$ cat config.mk
export PLATFORM = sky130hd
export DESIGN_NAME = vt44_sat
export DESIGN_NICKNAME = d
export VERILOG_FILES = /design/src/rtl/core/vt44_pkg.sv /design/src/rtl/core/vt44_sat.sv
export SDC_FILE = /design/constraint.sdc
export NUM_CORES = 1
export LEC_CHECK = 0
export BUFFER_PORTS_ARGS = -buffer_cell sky130_fd_sc_hd__buf_2
export CAP_MARGIN = 20
export CORE_AREA = 5 5 129 131
export DETAILED_ROUTE_END_ITERATION = 16
export DIE_AREA = 0 0 134 136
export GPL_ROUTABILITY_DRIVEN = 0
export PLACE_DENSITY = 0.7
export SLEW_MARGIN = 25
export SYNTH_ARGS = -nofsm -noshare
export SYNTH_HDL_FRONTEND = slang
export SYNTH_SLANG_ARGS = --single-unit
$ cat constraint.sdc
create_clock -name clk -period 8.4 [get_ports clk]
set_clock_uncertainty 0.2 [all_clocks]
set_input_delay 0.42 -clock clk [delete_from_list [all_inputs] [get_ports clk]]
set_output_delay 0.42 -clock clk [all_outputs]
set_load 0.02 [all_outputs]
$ cat src/rtl/core/vt44_pkg.sv
// Shared types and constants for the 4x4 vertex transform chain.
package vt44_pkg;

  localparam int IO_BITS       = 32;
  localparam int FRAC_BITS_DEF = 16;
  localparam int WORD_BITS_DEF = 32;
  localparam int DIM           = 4;
  localparam int IDX_BITS      = 2;

  localparam logic ACT_LOAD  = 1'b0;
  localparam logic ACT_XFORM = 1'b1;

  // control fields that ride along with every transaction in the chain
  typedef struct packed {
    logic                xform;
    logic [IDX_BITS-1:0] row;
    logic [IDX_BITS-1:0] col;
  } ctrl_t;

endpackage

$ cat src/rtl/core/vt44_sat.sv
// Output stage: saturates the four sums to a word and holds the result transaction.
module vt44_sat #(
  parameter int WORD_BITS = 32,
  parameter int FRAC_BITS = 16
) (
  input  logic                                     clk,
  input  logic                                     rst,
  input  logic                                     up_valid,
  output logic                                     up_ready,
  input  vt44_pkg::ctrl_t                          up_ctrl,
  input  logic signed [2*WORD_BITS-FRAC_BITS+1:0]  up_acc [vt44_pkg::DIM],
  output logic                                     dn_valid,
  input  logic                                     dn_ready,
  output logic signed [vt44_pkg::IO_BITS-1:0]      dn_out [vt44_pkg::DIM],
  output logic                                     dn_ovf
);
  import vt44_pkg::*;

  localparam int W  = WORD_BITS;
  localparam int AW = 2 * WORD_BITS - FRAC_BITS + 2;

  localparam logic signed [W-1:0]  WMAX = {1'b0, {(W-1){1'b1}}};
  localparam logic signed [W-1:0]  WMIN = {1'b1, {(W-1){1'b0}}};
  localparam logic signed [AW-1:0] AMAX = AW'(WMAX);
  localparam logic signed [AW-1:0] AMIN = AW'(WMIN);

  logic signed [W-1:0] sat [DIM];
  logic [DIM-1:0]      clip;
  logic                take;

  always_comb begin
    for (int c = 0; c < DIM; c++) begin
      if (up_acc[c] > AMAX) begin
        sat[c]  = WMAX;
        clip[c] = 1'b1;
      end else if (up_acc[c] < AMIN) begin
        sat[c]  = WMIN;
        clip[c] = 1'b1;
      end else begin
        sat[c]  = up_acc[c][W-1:0];
        clip[c] = 1'b0;
      end
    end
  end

  // load transactions end here without a result
  assign up_ready = (up_ctrl.xform == ACT_LOAD) || !dn_valid || dn_ready;
  assign take     = up_valid && (up_ctrl.xform == ACT_XFORM) && (!dn_valid || dn_ready);

  always_ff @(posedge clk) begin
    if (rst) begin
      dn_valid <= 1'b0;
    end else if (take) begin
      dn_valid <= 1'b1;
    end else if (dn_ready) begin
      dn_valid <= 1'b0;
    end
  end

  always_ff @(posedge clk) begin
    if (take) begin
      for (int c = 0; c < DIM; c++) begin
        dn_out[c] <= IO_BITS'(sat[c]);
      end
      dn_ovf <= |clip;
    end
  end

endmodule

==> results.json <==
{
  "crit_arrival_ps": 2490,
  "crit_type": "reg2reg",
  "htreeDepth": 4,
  "leakage_nw": 3.569,
  "yosysSeqAreaShare": 0.7244,
  "syn_inst": 471,
  "drc": 0,
  "clkTransAtPathRegs_ps": 60,
  "area.growth.synth_to_final_pct": 46.49,
  "drv_cap": 0,
  "comb_power_share": 0.116,
  "post_cts_buffers": 0,
  "clock.fmax_mhz": 375.9,
  "wl_um": 16290,
  "cts_root_buf": "clkbuf_16",
  "cts_buffer_depth": 2,
  "synth-compound-area-share": 0.01676,
  "switching_share": 0.2393,
  "place_hpwl_um": 12250,
  "required_ps": 8230,
  "relSlewSlack": 0.4239,
  "hold_path_end": "dn_out[63]",
  "rows": 46,
  "finalSetupTns_ps": 0,
  "dp.cells": 980,
  "syn_nets": 680,
  "grt_setup_unrepaired": "false",
  "rrSetupSlack_ps": 5740,
  "ant_nets": 0,
  "finalSetupViolCount": 0,
  "cts_made_buffers": 17,
  "coreArea_mm2": 0.01548,
  "hold_start": "up_acc[99]",
  "rr_worst_depth": 4,
  "powerDensity_mw_per_mm2": 209.7,
  "cp-start-kind": "flip-flop",
  "grt_pass1_wl_um": 23960,
  "worst_slew_pin_slew_ps": 864.2,
  "finalMaxSlewViolations": 0,
  "dr.pass1.iters": 4,
  "hp-class": "in2reg",
  "synthMuxAreaShare": 0,
  "most-common-layout-cells": "buf_2 (335), nand2_1 (254), edfxtp_1 (129)",
  "end_kind": "flip-flop",
  "wl_per_cell_um": 16.11,
  "finalNetCount": 1017,
  "cp_max_fo": 68,
  "synth-adder-area-share": 0,
  "synth_simple_gate_area_frac": 0.2309,
  "syn-cell-area_mm2": 0.005375,
  "die_w_um": 134,
  "first_iter_violations": 306,
  "drive_gt1_frac": 0.4664,
  "yosysWarnings": 0,
  "period_minus_slack_ps": 2660,
  "io_buffer_count": 335,
  "cts_tree": "done",
  "switchingPower_w": 0.0003951,
  "synth_top_family_by_area": "simple AND/OR/NAND/NOR gates",
  "hold_violations": 0,
  "p_seq_frac": 0.459,
  "clock_latency_ps": 410,
  "vias": 4738,
  "fin_crit_sh": 0.3167,
  "met1_length_um": 6238,
  "crit_start": "dn_valid",
  "wl_met2_um": 8405,
  "wl_met3_um": 1362,
  "reg2reg_from": "dn_valid",
  "antenna_found_initial": 3,
  "synth-xor-area-share": 0,
  "holdPathStages": 1,
  "initial_core_util": 0.3472,
  "first_global_vias": 4500,
  "grt_max_degree": 69,
  "setup_slack_ps": 5740,
  "nFillCells": 1402,
  "dpl_worst_slack_ps": 5489,
  "die_height_um": 136,
  "overflow": 0,
  "viasPerCell": 4.686,
  "numClockSinks": 130,
  "yosys.cell_types.count": 16,
  "ys_ff_latch": 130,
  "p_int_w": 0.001256,
  "r2r_end": "dn_out[117]",
  "clkPwrFrac": 0.425,
  "synth_area_per_cell_um2": 11.41,
  "ios": 340,
  "dieArea_mm2": 0.01822,
  "run_status": "completed",
  "n_antenna_cell": 0,
  "vdd_drop_max_uv": 132.7,
  "layout.cells.non_filler": 1011,
  "grt_util_all_layers": 0.1712,
  "final_common_cell": "buf_2",
  "topRoutingLayerUsed": "met5"
}
routing by layer:
metal / global-route usage / vias up
met1: 0.1974 / 2184
met3: 0.05996 / 22
li1: - / 2298
met4: 0.05200 / 6
met2: 0.3010 / 228
met5: 0 / -
sequential cells by signal (all words and copies together) (netlist names):
signal and flops:
dn_ovf 1, dn_valid 1, dn_out 128
cell families after synthesis:
family                 count (synthesis)
buffers and inverters                 32
DFF                                  130
AOI/OAI and AO/OA                      9
and+or+nand+nor                      300
per-stage QoR:
| stage | cell area (um^2) | utilization | power (W) | hold slack (ps) |
|---|---|---|---|---|
| 5_1_grt | 7874 | 0.5086 | 0.001719 | 2.111 |
| 3_5_place_dp | 7300 | 0.4715 | 0.0009644 | 380.2 |
| 6_report | 7874 | 0.5086 | 0.001651 | 27.42 |
| 2_1_floorplan | 5375 | - | 0.0008703 | 292.4 |
| 3_3_place_gp | 7300 | 0.4715 | 0.0009601 | 380.0 |
| 4_1_cts | 7874 | 0.5086 | 0.001668 | 9.143 |
power by group through the flow:
stage / clock, W / combinational [W] / sequential (W)
after detailed placement: 0 / 0.000193 / 0.000771
after global routing: 0.000749 / 0.000211 / 0.000760
after floorplan: 0 / 0.0000565 / 0.000814
after CTS: 0.000716 / 0.000194 / 0.000758
after global placement: 0 / 0.000190 / 0.000770
final: 0.000702 / 0.000191 / 0.000757
synth_stat cells:
cell,n,area share
nand2_1,254,0.18
edfxtp_1,129,0.72
buf_2,24,0.022
nand4_1,18,0.021
nor4_1,12,0.014
or4_1,8,0.011
clkbuf_1,4,0.0028
inv_1,4,0.0028
nand3_1,4,0.0037
o21ai_1,4,0.0037
o41ai_2,4,0.012
nor2_1,2,0.0014
a21oi_1,1,0.00093
dfxtp_1,1,0.0037
nor2b_1,1,0.0012
or2_1,1,0.0012
worst max-delay path: stages (launching register included):
cell	delay, ps
dfxtp_1	310
nor2b_1	170
nor2_4	100
buf_4	610
buf_4	810
worst max-delay path by stage:
stage / to / slack, ps / depth (start not counted)
2_1_floorplan: dn_out[0] / 1670 / 2
3_3_place_gp: dn_ovf / 5470 / 6
3_5_place_dp: dn_ovf / 5490 / 6
4_1_cts: dn_out[121] / 5730 / 4
5_1_grt: dn_out[117] / 5580 / 4
6_report: dn_out[117] / 5740 / 4
timing repair:
action,4_1_cts,5_1_grt
resized for setup,0,0
endpoints found under the hold margin,1,0
hold buffers,1,0
final cells by class:
cell class / count / area, um^2 / area share
flip-flops and latches: 130 / 3894 / 0.4945
repair buffers: 346 / 1762 / 0.2237
multi-input cells: 309 / 1399 / 0.1777
clock buffers: 17 / 425.4 / 0.05403
well taps: 192 / 240.2 / 0.03051
clock inverters: 13 / 138.9 / 0.01764
inverters: 4 / 15.01 / 0.001907
Note: power is estimated with default switching activity, not from simulation.
